===== src/design/bcp_pkg.sv =====
// Shared types and constants for the box center in polygon test.
// Holds the channel words, the vertex and point types, the edge unit
// control and status structs, and the sequencer state type.
`default_nettype none

package bcp_pkg;

  localparam int MAX_VERTICES = 32;
  localparam int COORD_W      = 16;
  localparam int DIM_W        = 15;
  localparam int VIDX_W       = 5;
  localparam int CNT_W        = 6;
  localparam int K_W          = $clog2(MAX_VERTICES + 1);
  localparam int PT_W         = COORD_W + 1;
  localparam int DIFF_W       = PT_W + 1;
  localparam int PROD_W       = 2 * DIFF_W;
  localparam int D_W          = PROD_W + 1;
  localparam int MIN_VERTICES = 3;

  localparam logic CMD_WRITE = 1'b0;
  localparam logic CMD_TEST  = 1'b1;

  typedef struct packed {
    logic                      cmd;
    logic [VIDX_W-1:0]         vertex_index;
    logic signed [COORD_W-1:0] vertex_x;
    logic signed [COORD_W-1:0] vertex_y;
    logic signed [COORD_W-1:0] box_x;
    logic signed [COORD_W-1:0] box_y;
    logic [DIM_W-1:0]          box_w;
    logic [DIM_W-1:0]          box_h;
  } in_word_t;

  typedef struct packed {
    logic is_test;
    logic inside_res;
    logic on_edge;
  } out_word_t;

  typedef struct packed {
    logic signed [COORD_W-1:0] x;
    logic signed [COORD_W-1:0] y;
  } vertex_t;

  typedef struct packed {
    logic signed [PT_W-1:0] x;
    logic signed [PT_W-1:0] y;
  } point_t;

  typedef struct packed {
    logic valid;
    logic clear;
  } edge_ctl_t;

  typedef struct packed {
    logic busy;
    logic hit;
    logic odd;
  } edge_sts_t;

  typedef enum logic [1:0] {
    ST_IDLE,
    ST_RUN,
    ST_DRAIN,
    ST_DONE
  } state_e;

endpackage

`default_nettype wire


===== src/design/bcp_vertex_cell.sv =====
// One vertex cell of the rotating vertex ring.
// Loads a vertex on a write, or takes its neighbor's vertex on a shift.
// Depends on bcp_pkg.
`default_nettype none

module bcp_vertex_cell (
  input  wire logic            clk_i,
  input  wire logic            load_i,
  input  wire logic            shift_i,
  input  wire bcp_pkg::vertex_t load_data_i,
  input  wire bcp_pkg::vertex_t next_data_i,
  output bcp_pkg::vertex_t     data_o
);

  bcp_pkg::vertex_t data_q, data_d;

  always_comb begin
    data_d = data_q;
    if (load_i) begin
      data_d = load_data_i;
    end else if (shift_i) begin
      data_d = next_data_i;
    end
  end

  // Vertex storage is undefined until written, so no reset.
  always_ff @(posedge clk_i) begin
    data_q <= data_d;
  end

  assign data_o = data_q;

endmodule

`default_nettype wire


===== src/design/bcp_edge_unit.sv =====
// Pipelined edge evaluator: one polygon edge per cycle, crossing parity
// and on-edge flag accumulated over the scan. Depends on bcp_pkg.
`default_nettype none

module bcp_edge_unit (
  input  wire logic              clk_i,
  input  wire logic              rst_ni,
  input  wire bcp_pkg::edge_ctl_t ctl_i,
  input  wire bcp_pkg::vertex_t   a_i,
  input  wire bcp_pkg::vertex_t   b_i,
  input  wire bcp_pkg::point_t    p_i,
  output bcp_pkg::edge_sts_t      sts_o
);

  logic signed [bcp_pkg::PT_W-1:0]   ax, ay, bx, by, px, py;
  logic                              skip, skip_hit;
  logic signed [bcp_pkg::DIFF_W-1:0] dy1, dx1, dx2, dy2;

  // Stage 1: compares and differences.
  logic                              v1_q;
  logic                              skip1_q, skhit1_q, dir1_q;
  logic signed [bcp_pkg::DIFF_W-1:0] dy1_q, dx1_q, dx2_q, dy2_q;

  // Stage 2: cross products.
  logic                              v2_q;
  logic                              skip2_q, skhit2_q, dir2_q;
  logic signed [bcp_pkg::PROD_W-1:0] prod1_q, prod2_q;

  logic signed [bcp_pkg::D_W-1:0]    d;
  logic                              crossing;
  logic                              hit_q, hit_d, odd_q, odd_d;

  assign ax = bcp_pkg::PT_W'($signed(a_i.x));
  assign ay = bcp_pkg::PT_W'($signed(a_i.y));
  assign bx = bcp_pkg::PT_W'($signed(b_i.x));
  assign by = bcp_pkg::PT_W'($signed(b_i.y));
  assign px = p_i.x;
  assign py = p_i.y;

  always_comb begin
    skip = (ay <= py && by <= py) || (ay > py && by > py) || (ax < px && bx < px);
    // Edge not straddling the scan line: still a hit on its end vertex or
    // when the point lies on a horizontal edge.
    skip_hit = (py == by) && ((px == bx) ||
               ((py == ay) && ((ax <= px && px <= bx) || (bx <= px && px <= ax))));
    dy1 = bcp_pkg::DIFF_W'(py) - bcp_pkg::DIFF_W'(ay);
    dx1 = bcp_pkg::DIFF_W'(bx) - bcp_pkg::DIFF_W'(ax);
    dx2 = bcp_pkg::DIFF_W'(px) - bcp_pkg::DIFF_W'(ax);
    dy2 = bcp_pkg::DIFF_W'(by) - bcp_pkg::DIFF_W'(ay);
  end

  always_ff @(posedge clk_i) begin
    skip1_q  <= skip;
    skhit1_q <= skip_hit;
    dir1_q   <= (by < ay);
    dy1_q    <= dy1;
    dx1_q    <= dx1;
    dx2_q    <= dx2;
    dy2_q    <= dy2;
    skip2_q  <= skip1_q;
    skhit2_q <= skhit1_q;
    dir2_q   <= dir1_q;
    prod1_q  <= dy1_q * dx1_q;
    prod2_q  <= dx2_q * dy2_q;
  end

  always_comb begin
    d        = bcp_pkg::D_W'(prod1_q) - bcp_pkg::D_W'(prod2_q);
    crossing = dir2_q ? d[bcp_pkg::D_W-1] : (!d[bcp_pkg::D_W-1] && (d != '0));
    hit_d    = hit_q;
    odd_d    = odd_q;
    if (ctl_i.clear) begin
      hit_d = 1'b0;
      odd_d = 1'b0;
    end else if (v2_q) begin
      if (skip2_q) begin
        hit_d = hit_q | skhit2_q;
      end else if (d == '0) begin
        hit_d = 1'b1;
      end else begin
        odd_d = odd_q ^ crossing;
      end
    end
  end

  always_ff @(posedge clk_i or negedge rst_ni) begin
    if (!rst_ni) begin
      v1_q  <= 1'b0;
      v2_q  <= 1'b0;
      hit_q <= 1'b0;
      odd_q <= 1'b0;
    end else begin
      v1_q  <= ctl_i.valid;
      v2_q  <= v1_q;
      hit_q <= hit_d;
      odd_q <= odd_d;
    end
  end

  assign sts_o.busy = v1_q | v2_q;
  assign sts_o.hit  = hit_q;
  assign sts_o.odd  = odd_q;

`ifndef SYNTHESIS
  a_v2_follows_v1: assert property (@(posedge clk_i) disable iff (!rst_ni)
    v2_q |-> $past(v1_q)) else $error("edge stage 2 valid without stage 1");
  a_clear_zeroes: assert property (@(posedge clk_i) disable iff (!rst_ni)
    ctl_i.clear |=> (!hit_q && !odd_q)) else $error("accumulators not cleared");
  a_no_clear_midscan: assert property (@(posedge clk_i) disable iff (!rst_ni)
    ctl_i.clear |-> !(v1_q || v2_q)) else $error("clear while edges in flight");
`endif

endmodule

`default_nettype wire


===== src/design/box_center_in_polygon_test_top.sv =====
// Top level of the box center in polygon test: vertex ring, sequencer,
// edge unit and output register. Depends on bcp_pkg, bcp_vertex_cell and
// bcp_edge_unit.
//
//   channel  | direction | handshake              | word
//   ---------+-----------+------------------------+----------------------
//   input    | in        | in_valid_i / in_stall_o | bcp_pkg::in_word_t
//   output   | out       | out_valid_o / out_stall_i | bcp_pkg::out_word_t
//   config   | in        | cfg_valid_i / cfg_ready_o | vertex_count, 6 bits
//
// A vertex write, or a test with fewer than 3 vertices, goes straight to ST_DONE
// and loads its word into the output register. Otherwise the vertex ring rotates
// through MAX_VERTICES + 1 steps, one edge per cycle into the two-stage edge unit,
// then drains in ST_DRAIN until the edge unit is idle and loads in ST_DONE.
// in_stall_o is high from accept until the load; a load waits while out_stall_i
// holds the previous word. Reset clears control state; vertex cells are undefined.
`default_nettype none

module box_center_in_polygon_test_top (
  input  wire logic                clk_i,
  input  wire logic                rst_ni,
  input  wire logic                in_valid_i,
  output logic                     in_stall_o,
  input  wire bcp_pkg::in_word_t   in_word_i,
  output logic                     out_valid_o,
  input  wire logic                out_stall_i,
  output bcp_pkg::out_word_t       out_word_o,
  input  wire logic                cfg_valid_i,
  output logic                     cfg_ready_o,
  input  wire logic [bcp_pkg::CNT_W-1:0] cfg_data_i
);

  bcp_pkg::state_e     state_q, state_d;
  logic [bcp_pkg::CNT_W-1:0] count_q;
  logic [bcp_pkg::K_W-1:0]   n_eff, n_q, k_q, k_d;
  bcp_pkg::point_t     p_q, p_d;
  bcp_pkg::vertex_t    prev_q, first_q, edge_b;
  logic                is_test_q;
  logic                accept, shift_en, out_load;
  logic                out_valid_q;
  bcp_pkg::out_word_t  out_q;
  bcp_pkg::edge_ctl_t  ectl;
  bcp_pkg::edge_sts_t  ests;
  bcp_pkg::vertex_t    ring [bcp_pkg::MAX_VERTICES];
  bcp_pkg::vertex_t    wr_vertex;

  assign cfg_ready_o = 1'b1;
  assign accept      = in_valid_i && !in_stall_o;
  assign n_eff       = (int'(count_q) > bcp_pkg::MAX_VERTICES) ?
                       bcp_pkg::K_W'(bcp_pkg::MAX_VERTICES) : bcp_pkg::K_W'(count_q);
  assign wr_vertex.x = in_word_i.vertex_x;
  assign wr_vertex.y = in_word_i.vertex_y;

  // Vertex ring: cell i takes cell i+1, so vertex k reaches cell 0 at step k.
  for (genvar i = 0; i < bcp_pkg::MAX_VERTICES; i++) begin : g_cell
    bcp_vertex_cell u_cell (
      .clk_i       (clk_i),
      .load_i      (accept && (in_word_i.cmd == bcp_pkg::CMD_WRITE) &&
                    (int'(in_word_i.vertex_index) == i)),
      .shift_i     (shift_en),
      .load_data_i (wr_vertex),
      .next_data_i (ring[(i + 1) % bcp_pkg::MAX_VERTICES]),
      .data_o      (ring[i])
    );
  end

  // Closing edge runs from the last vertex back to vertex 0.
  assign edge_b = (k_q == n_q) ? first_q : ring[0];

  bcp_edge_unit u_edge (
    .clk_i  (clk_i),
    .rst_ni (rst_ni),
    .ctl_i  (ectl),
    .a_i    (prev_q),
    .b_i    (edge_b),
    .p_i    (p_q),
    .sts_o  (ests)
  );

  // Next state.
  always_comb begin
    state_d = state_q;
    case (state_q)
      bcp_pkg::ST_IDLE: begin
        if (accept) begin
          if ((in_word_i.cmd == bcp_pkg::CMD_TEST) &&
              (int'(n_eff) >= bcp_pkg::MIN_VERTICES)) begin
            state_d = bcp_pkg::ST_RUN;
          end else begin
            state_d = bcp_pkg::ST_DONE;
          end
        end
      end
      bcp_pkg::ST_RUN: begin
        if (int'(k_q) == bcp_pkg::MAX_VERTICES) begin
          state_d = bcp_pkg::ST_DRAIN;
        end
      end
      bcp_pkg::ST_DRAIN: begin
        if (!ests.busy) begin
          state_d = bcp_pkg::ST_DONE;
        end
      end
      bcp_pkg::ST_DONE: begin
        if (out_load) begin
          state_d = bcp_pkg::ST_IDLE;
        end
      end
      default: state_d = bcp_pkg::ST_IDLE;
    endcase
  end

  // Control outputs.
  always_comb begin
    in_stall_o  = (state_q != bcp_pkg::ST_IDLE);
    shift_en    = (state_q == bcp_pkg::ST_RUN) && (int'(k_q) < bcp_pkg::MAX_VERTICES);
    ectl.valid  = (state_q == bcp_pkg::ST_RUN) && (k_q != '0) && (k_q <= n_q);
    ectl.clear  = accept;
    out_load    = (state_q == bcp_pkg::ST_DONE) && (!out_valid_q || !out_stall_i);
  end

  always_comb begin
    k_d = k_q;
    if (accept) begin
      k_d = '0;
    end else if (state_q == bcp_pkg::ST_RUN) begin
      k_d = k_q + 1'b1;
    end
    p_d.x = bcp_pkg::PT_W'(in_word_i.box_x) +
            bcp_pkg::PT_W'(in_word_i.box_w[bcp_pkg::DIM_W-1:1]);
    p_d.y = bcp_pkg::PT_W'(in_word_i.box_y) +
            bcp_pkg::PT_W'(in_word_i.box_h[bcp_pkg::DIM_W-1:1]);
  end

  always_ff @(posedge clk_i or negedge rst_ni) begin
    if (!rst_ni) begin
      state_q     <= bcp_pkg::ST_IDLE;
      count_q     <= '0;
      k_q         <= '0;
      out_valid_q <= 1'b0;
    end else begin
      state_q <= state_d;
      k_q     <= k_d;
      if (cfg_valid_i && cfg_ready_o) begin
        count_q <= cfg_data_i;
      end
      if (out_load) begin
        out_valid_q <= 1'b1;
      end else if (!out_stall_i) begin
        out_valid_q <= 1'b0;
      end
    end
  end

  always_ff @(posedge clk_i) begin
    if (accept) begin
      p_q       <= p_d;
      n_q       <= n_eff;
      is_test_q <= (in_word_i.cmd == bcp_pkg::CMD_TEST);
    end
    if (state_q == bcp_pkg::ST_RUN) begin
      prev_q <= ring[0];
      if (k_q == '0) begin
        first_q <= ring[0];
      end
    end
    if (out_load) begin
      out_q.is_test    <= is_test_q;
      out_q.inside_res <= ests.hit | ests.odd;
      out_q.on_edge    <= ests.hit;
    end
  end

  assign out_valid_o = out_valid_q;
  assign out_word_o  = out_q;

`ifndef SYNTHESIS
  a_run_ends: assert property (@(posedge clk_i) disable iff (!rst_ni)
    (state_q == bcp_pkg::ST_RUN && int'(k_q) == bcp_pkg::MAX_VERTICES)
    |=> (state_q == bcp_pkg::ST_DRAIN)) else $error("ring scan did not end");
  a_edge_idle: assert property (@(posedge clk_i) disable iff (!rst_ni)
    (state_q == bcp_pkg::ST_IDLE) |-> !ests.busy) else $error("edge unit busy in idle");
  a_on_edge_inside: assert property (@(posedge clk_i) disable iff (!rst_ni)
    out_valid_o |-> (!out_word_o.on_edge || out_word_o.inside_res))
    else $error("on_edge without inside_res");
  a_ack_clean: assert property (@(posedge clk_i) disable iff (!rst_ni)
    (out_valid_o && !out_word_o.is_test) |-> (!out_word_o.inside_res && !out_word_o.on_edge))
    else $error("write acknowledge carries a test result");
`endif

endmodule

`default_nettype wire


===== config.mk =====
export PLATFORM = sky130hd
export DESIGN_NAME = box_center_in_polygon_test_top
export DESIGN_NICKNAME = d
export VERILOG_FILES = /design/src/design/bcp_pkg.sv /design/src/design/bcp_vertex_cell.sv /design/src/design/bcp_edge_unit.sv /design/src/design/box_center_in_polygon_test_top.sv
export SDC_FILE = /design/constraint.sdc
export NUM_CORES = 2
export LEC_CHECK = 0
export BUFFER_PORTS_ARGS = -buffer_cell sky130_fd_sc_hd__buf_2
export CELL_PAD_IN_SITES_DETAIL_PLACEMENT = 1
export CELL_PAD_IN_SITES_GLOBAL_PLACEMENT = 2
export CORE_ASPECT_RATIO = 1.1
export CORE_MARGIN = 2
export CORE_UTILIZATION = 40
export CTS_CLUSTER_DIAMETER = 60
export CTS_CLUSTER_SIZE = 24
export DETAILED_ROUTE_END_ITERATION = 10
export PLACE_DENSITY = 0.78
export SLEW_MARGIN = 0
export SYNTH_ARGS = -nofsm -noshare
export SYNTH_HDL_FRONTEND = slang
export SYNTH_HIERARCHICAL = 1
export SYNTH_SLANG_ARGS = --single-unit
export TNS_END_PERCENT = 100

===== constraint.sdc =====
create_clock -name clk_i -period 6.7 [get_ports clk_i]
set_clock_uncertainty 0.05 [all_clocks]
set_input_delay 1.005 -clock clk_i [delete_from_list [all_inputs] [get_ports clk_i]]
set_output_delay 1.005 -clock clk_i [all_outputs]
set_load 0.05 [all_outputs]

Word level (Yosys, flattened, before mapping)
Cells that the tools add are included.
{"block": "totals", "input_bits": 111, "reg_bits": 1299}
{"block": "classes", "mux": 85, "reduce_logical": 102, "multipliers": 2, "n_bitwise": 5, "order_cmp": 15, "addsub": 8, "eq_ne": 46}
{"op": "$mux 32", "n": 65}
{"op": "$eq 5x5->1 const B", "n": 16}
{"op": "$mul 18x17->35", "n": 2}
{"op": "$reduce_bool 2->1", "n": 35}
{"op": "$le 16x17->1", "n": 4}
{"op": "$eq 17x16->1", "n": 3}
{"op": "$logic_and 1x1->1", "n": 47}
{"op": "$eq 5x4->1 const B", "n": 8}
{"op": "$logic_not 37->1", "n": 1}
{"op": "$reduce_bool 37->1", "n": 1}
{"op": "$sub 36x36->37", "n": 1}
{"op": "$sub 17x16->18", "n": 2}
{"op": "$add 16x15->17", "n": 2}
{"op": "$gt 16x17->1", "n": 2}
{"op": "$le 17x16->1", "n": 2}
{"op": "$lt 16x17->1", "n": 2}
{"op": "$sub 16x16->17", "n": 2}
{"op": "$eq 5x3->1 const B", "n": 4}
{"op": "$mux 6", "n": 3}
{"op": "$lt 16x16->1", "n": 1}
{"op": "$ne 2x2->1 const B", "n": 6}
{"op": "$mux 1", "n": 11}
{"op": "$eq 5x2->1 const B", "n": 2}
{"op": "$mux 2", "n": 5}
{"op": "25 further kinds", "n": 36}

Logic depth before layout (Yosys ltp)
{"block": "depth", "ltp_word": 9, "depth_mapped": 27}

Hierarchy
Netlist, hierarchy kept.
{"module": "bcp_vertex_cell", "area_per_inst_um2": 1507.7, "seq_area_each_um2": 960.9, "n_inst": 32, "cells_each": 69}
{"module": "bcp_edge_unit", "area_per_inst_um2": 31456.4, "seq_area_each_um2": 3022.9, "n_inst": 1, "cells_each": 3494}
{"module": "box_center_in_polygon_test_top", "area_per_inst_um2": 6204.7, "seq_area_each_um2": 3618.5, "n_inst": 1, "cells_each": 483}

Worst setup path before layout
OpenSTA, ideal clock, no wires.
{"block": "synth_path", "kind": "reg2reg", "startpoint": "register u_edge/dy2_q[8] in the netlist's numbering", "endpoint": "register u_edge/prod2_q[32] in the netlist's numbering", "t_arrival_ns": 6.327, "period_less_slack_ns": 6.449, "n_path_buf": 2, "path_stages_with_launch": 26, "required_time_ns": 6.578, "setup_slack_ns": 0.251, "cell_sequence": "dfxtp_1 -> clkbuf_1 -> clkbuf_1 -> nand2_1 -> fa_1 -> inv_1 -> fa_1 -> fa_1 -> fa_1 -> fa_1 -> inv_1 -> fa_1 -> inv_1 -> ha_1 -> a21o_1 -> a21o_1 -> a21o_1 -> a21oi_1 -> nor2_1 -> a211oi_1 -> o21ai_0 -> or3_1 -> and4_1 -> o31a_1 -> nor2_1 -> xnor2_1"}
{"block": "synth_via", "elab_chain_cells": 1}
{"item": "start, declared", "line_no": "bcp_edge_unit.sv:22", "source": "logic signed [bcp_pkg::DIFF_W-1:0] dy1_q, dx1_q, dx2_q, dy2_q;"}
{"item": "start signal, assigned", "line_no": "bcp_edge_unit.sv:59", "source": "dy2_q <= dy2;"}
{"item": "$mul 18x17->35", "line_no": "bcp_edge_unit.sv:64", "source": "prod2_q <= dx2_q * dy2_q;"}
{"item": "end signal, assigned", "line_no": "bcp_edge_unit.sv:64"}
{"item": "end, declared", "line_no": "bcp_edge_unit.sv:27", "source": "logic signed [bcp_pkg::PROD_W-1:0] prod1_q, prod2_q;"}
No other way between the ends.
A chain may end at the register's enable or synchronous reset.

Final worst setup path
{"block": "layout_path", "startpoint": "register u_edge/dy2_q[2] in the netlist's numbering", "endpoint": "register u_edge/prod2_q[32] in the netlist's numbering"}
Same word-level chain as after synthesis.

==> metrics <==
result of the run finished clean; die area 0.218 sq mm; fraction of layout cells with a size suffix above 1 27.1%; worst-case hold slack 0.162 ns; number of iterations in the first detailed-routing pass 5; relative area change from synthesis to final layout 9.13%; row cnt 178; Final Routed Wirelength 221000 um; sequential area share after synthesis 43.5%; number of antenna violations at the first check in global routing 19; Synthesized Nets 7277; Min Clock Period, post-route 6.47 ns; pin count of the biggest net entering global routing 42; number of buffers added by the clock tree synthesis step 104; first-pass GRT wire length 336000 um; IO buf count 113; Yosys cell types 91; antenna-violating nets left 0; classification of the worst-slack hold path in2async; category of the critical setup timing path reg2reg; Post-synth ARST share 1.46%; most area-hungry cell type in the Yosys netlist sky130_fd_sc_hd__edfxtp_1; final hold violation count 0; Pins Over Slew Limit 0; leading register cell type out of synthesis sky130_fd_sc_hd__edfxtp_1; startpoint type of the worst setup path flip-flop; Fmax achieved 155 MHz; IO Count 117; post-synth top area share 39.6%; placed wire-length estimate 161000 um; EDFF count, synth 1132; element type at the critical path end flip-flop; Worst Path Arrival 7.08 ns; Initial Util 40.2%; detailed-route vias per instance 5.17; clock sink total 1297; Slew HR 12.6%; die span in y 490 um; net total in the final layout 7542; Final Wtd Congestion 0.848; Syn Inst Count 6185; Max Cap Violations 0; vias in the first global route 53400; peak per-stage delay on the critical path 0.61 ns; gr ovfl total 0; Crit-path slowest cell sky130_fd_sc_hd__fa_1; Synth warnings 6; count of H-tree levels built during CTS 3; Clock transition at path regs 0.07 ns; slew at the pin closest to its max-slew limit 1.31 ns; Root Buffer Master sky130_fd_sc_hd__clkbuf_16; Period Utilization, post-route 96.5%; data required time at the worst endpoint 7.32 ns; DRC violations left 0; synthesis-stage register bit count 1297; Setup Viol. Count Final 0; CTS tree built; starting DRC count in detailed routing 2880; post-synth design cell area 0.0859 sq mm; Mean Syn Cell Area 13.9 sq um; WL per Instance 23.6 um; setup repair after global routing missed its margin yes; most common cell in the netlist sky130_fd_sc_hd__edfxtp_1; horizontal die dimension 446 um; overall routing resource usage 20.3%; fillcell total 21800; top area cells in the synthesized netlist sky130_fd_sc_hd__edfxtp_1 (40%), sky130_fd_sc_hd__mux2_4 (16%), sky130_fd_sc_hd__fa_1 (15%); ordered cell list for the critical path buf_12, nand2_2, inv_1, fa_1, fa_1, fa_1, fa_1, fa_1, inv_1, fa_1, inv_1, ha_1, a21o_1, a21o_1, a21o_1, a21oi_1, nor2_1, a211oi_1, o21ai_1, or3_4, and4_1, o31a_1, nor2_1, xnor2_1; most used cell along the critical path sky130_fd_sc_hd__fa_1; total core area 0.214 sq mm; ranking of synthesized cells by instance count sky130_fd_sc_hd__edfxtp_1 (1132), sky130_fd_sc_hd__mux2_4 (928), sky130_fd_sc_hd__inv_1 (819), sky130_fd_sc_hd__fa_1 (628), sky130_fd_sc_hd__nand2_1 (374); Max clock buf depth 3; latest clock arrival within the worst-skew pair 0.79 ns; maximum fanout encountered on the critical timing path 18; vias 48300
stage by stage:
| stage | cells | utilization, % | cell area (sq um) | TNS [ns] | worst slack, ns |
|---|---|---|---|---|---|
| after floorplan | 6185 | - | 85900 | 0 | 0.251 |
| after global placement | 9119 | 42.0 | 89700 | -0.494 | -0.330 |
| after detailed placement | 9119 | 42.0 | 89700 | -0.474 | -0.328 |
| after CTS | 9316 | 43.8 | 93500 | 0 | 0.00203 |
| after global routing | 9330 | 43.9 | 93700 | -0.0376 | -0.0344 |
| final | 9333 | 43.9 | 93800 | 0 | 0.235 |
per-layer routing:
metal  global-route usage, %  vias up  part of all wire [%]
met5                       0        -                0.0041
met4                    5.53        2                   3.1
met3                    2.07      289                   3.2
met2                    37.4      869                    53
met1                    24.9    25500                    40
li1                        -    21600                     -
cells by family after synthesis:
logic type,share of synthesized area (%)
muxes,18.1
other,0.00437
AOI/OAI and AO/OA,3.40
adders and majority gates,19.8
and+or+nand+nor,6.95
xor gates and xnor gates,1.55
buffers and inverters,6.71
DFF,43.5
critical path: cells and delay by family (launching register included):
kind / cells / cell delay, ns
AOI/OAI and AO/OA: 7 / 1.27
xor gates and xnor gates: 1 / 0.13
adders and majority gates: 7 / 3.38
buffers and inverters: 4 / 0.33
DFF: 1 / 0.32
and+or+nand+nor: 5 / 0.87
placed cells by master (no fill, tap or decap), drive strengths merged, types with 11 or more instances in the layout:
| cell | count |
|---|---|
| a21oi | 116 |
| nand2b | 38 |
| clkbuf | 116 |
| buf | 389 |
| nand4 | 26 |
| or2 | 40 |
| o211ai | 11 |
| xor2 | 34 |
| nor3 | 53 |
| clkinv | 35 |
| a21boi | 22 |
| dfrtp | 19 |
| nor2 | 195 |
| and2 | 303 |
| ha | 353 |
| a21o | 51 |
| o21ai | 105 |
| edfxtp | 1132 |
| a211oi | 19 |
| xnor2 | 118 |
| or3 | 12 |
| fa | 628 |
| inv | 854 |
| o21a | 21 |
| nand2 | 374 |
| o21bai | 14 |
| nor2b | 45 |
| nand3 | 48 |
| mux2 | 1064 |
| a31oi | 14 |
| dfxtp | 146 |
| and3 | 13 |
registers in the layout, summed over array words and instances (netlist names), 18 cells and up:
name                  flops
p_q                      34
u_edge/dy1_q             18
first_q                  32
u_edge/prod2_q           35
prev_q                   32
g_cell.u_cell/data_o   1024
u_edge/prod1_q           35
u_edge/dx2_q             18
final timing paths:
path / start / endpoint / slack (ns) / depth (start not counted)
worst max-delay path: u_edge/dy2_q[2] / u_edge/prod2_q[32] / 0.23 / 24
worst max register to register: u_edge/dy2_q[2] / u_edge/prod2_q[32] / 0.23 / 24
worst min-delay path: rst_ni / count_q[0] / 0.16 / 1
max in group asynchronous: rst_ni / u_edge/odd_q / 6.01 / 1
worst min register to register: u_edge/skhit1_q / u_edge/skhit2_q / 0.26 / 0
min in group clk_i: u_edge/skhit1_q / u_edge/skhit2_q / 0.26 / 0
layout make-up:
| type | instances | area, sq um | share of cell area, % |
|---|---|---|---|
| clock buffer | 116 | 2710 | 2.89 |
| sequential | 1297 | 37400 | 39.9 |
| multi-input combinational | 3837 | 43100 | 46.0 |
| timing repair buffer | 389 | 2890 | 3.08 |
| antenna | 4 | 10.0 | 0.0107 |
| clock inverter | 79 | 1010 | 1.08 |
| inverter | 821 | 3090 | 3.29 |
| tap | 2790 | 3490 | 3.72 |
what timing repair did:
item                                   in CTS  in global routing
setup buffers                               3                 13
setup endpoints to repair                   5                 16
endpoints found under the hold margin       0                  0
resized for setup                          19                 64
pin swaps                                  13                 24
hold buffers                                0                  0
Power is left out: the tool's default activity adds up to more than one toggle a clock period on the data nets, which glitch-free logic cannot reach.
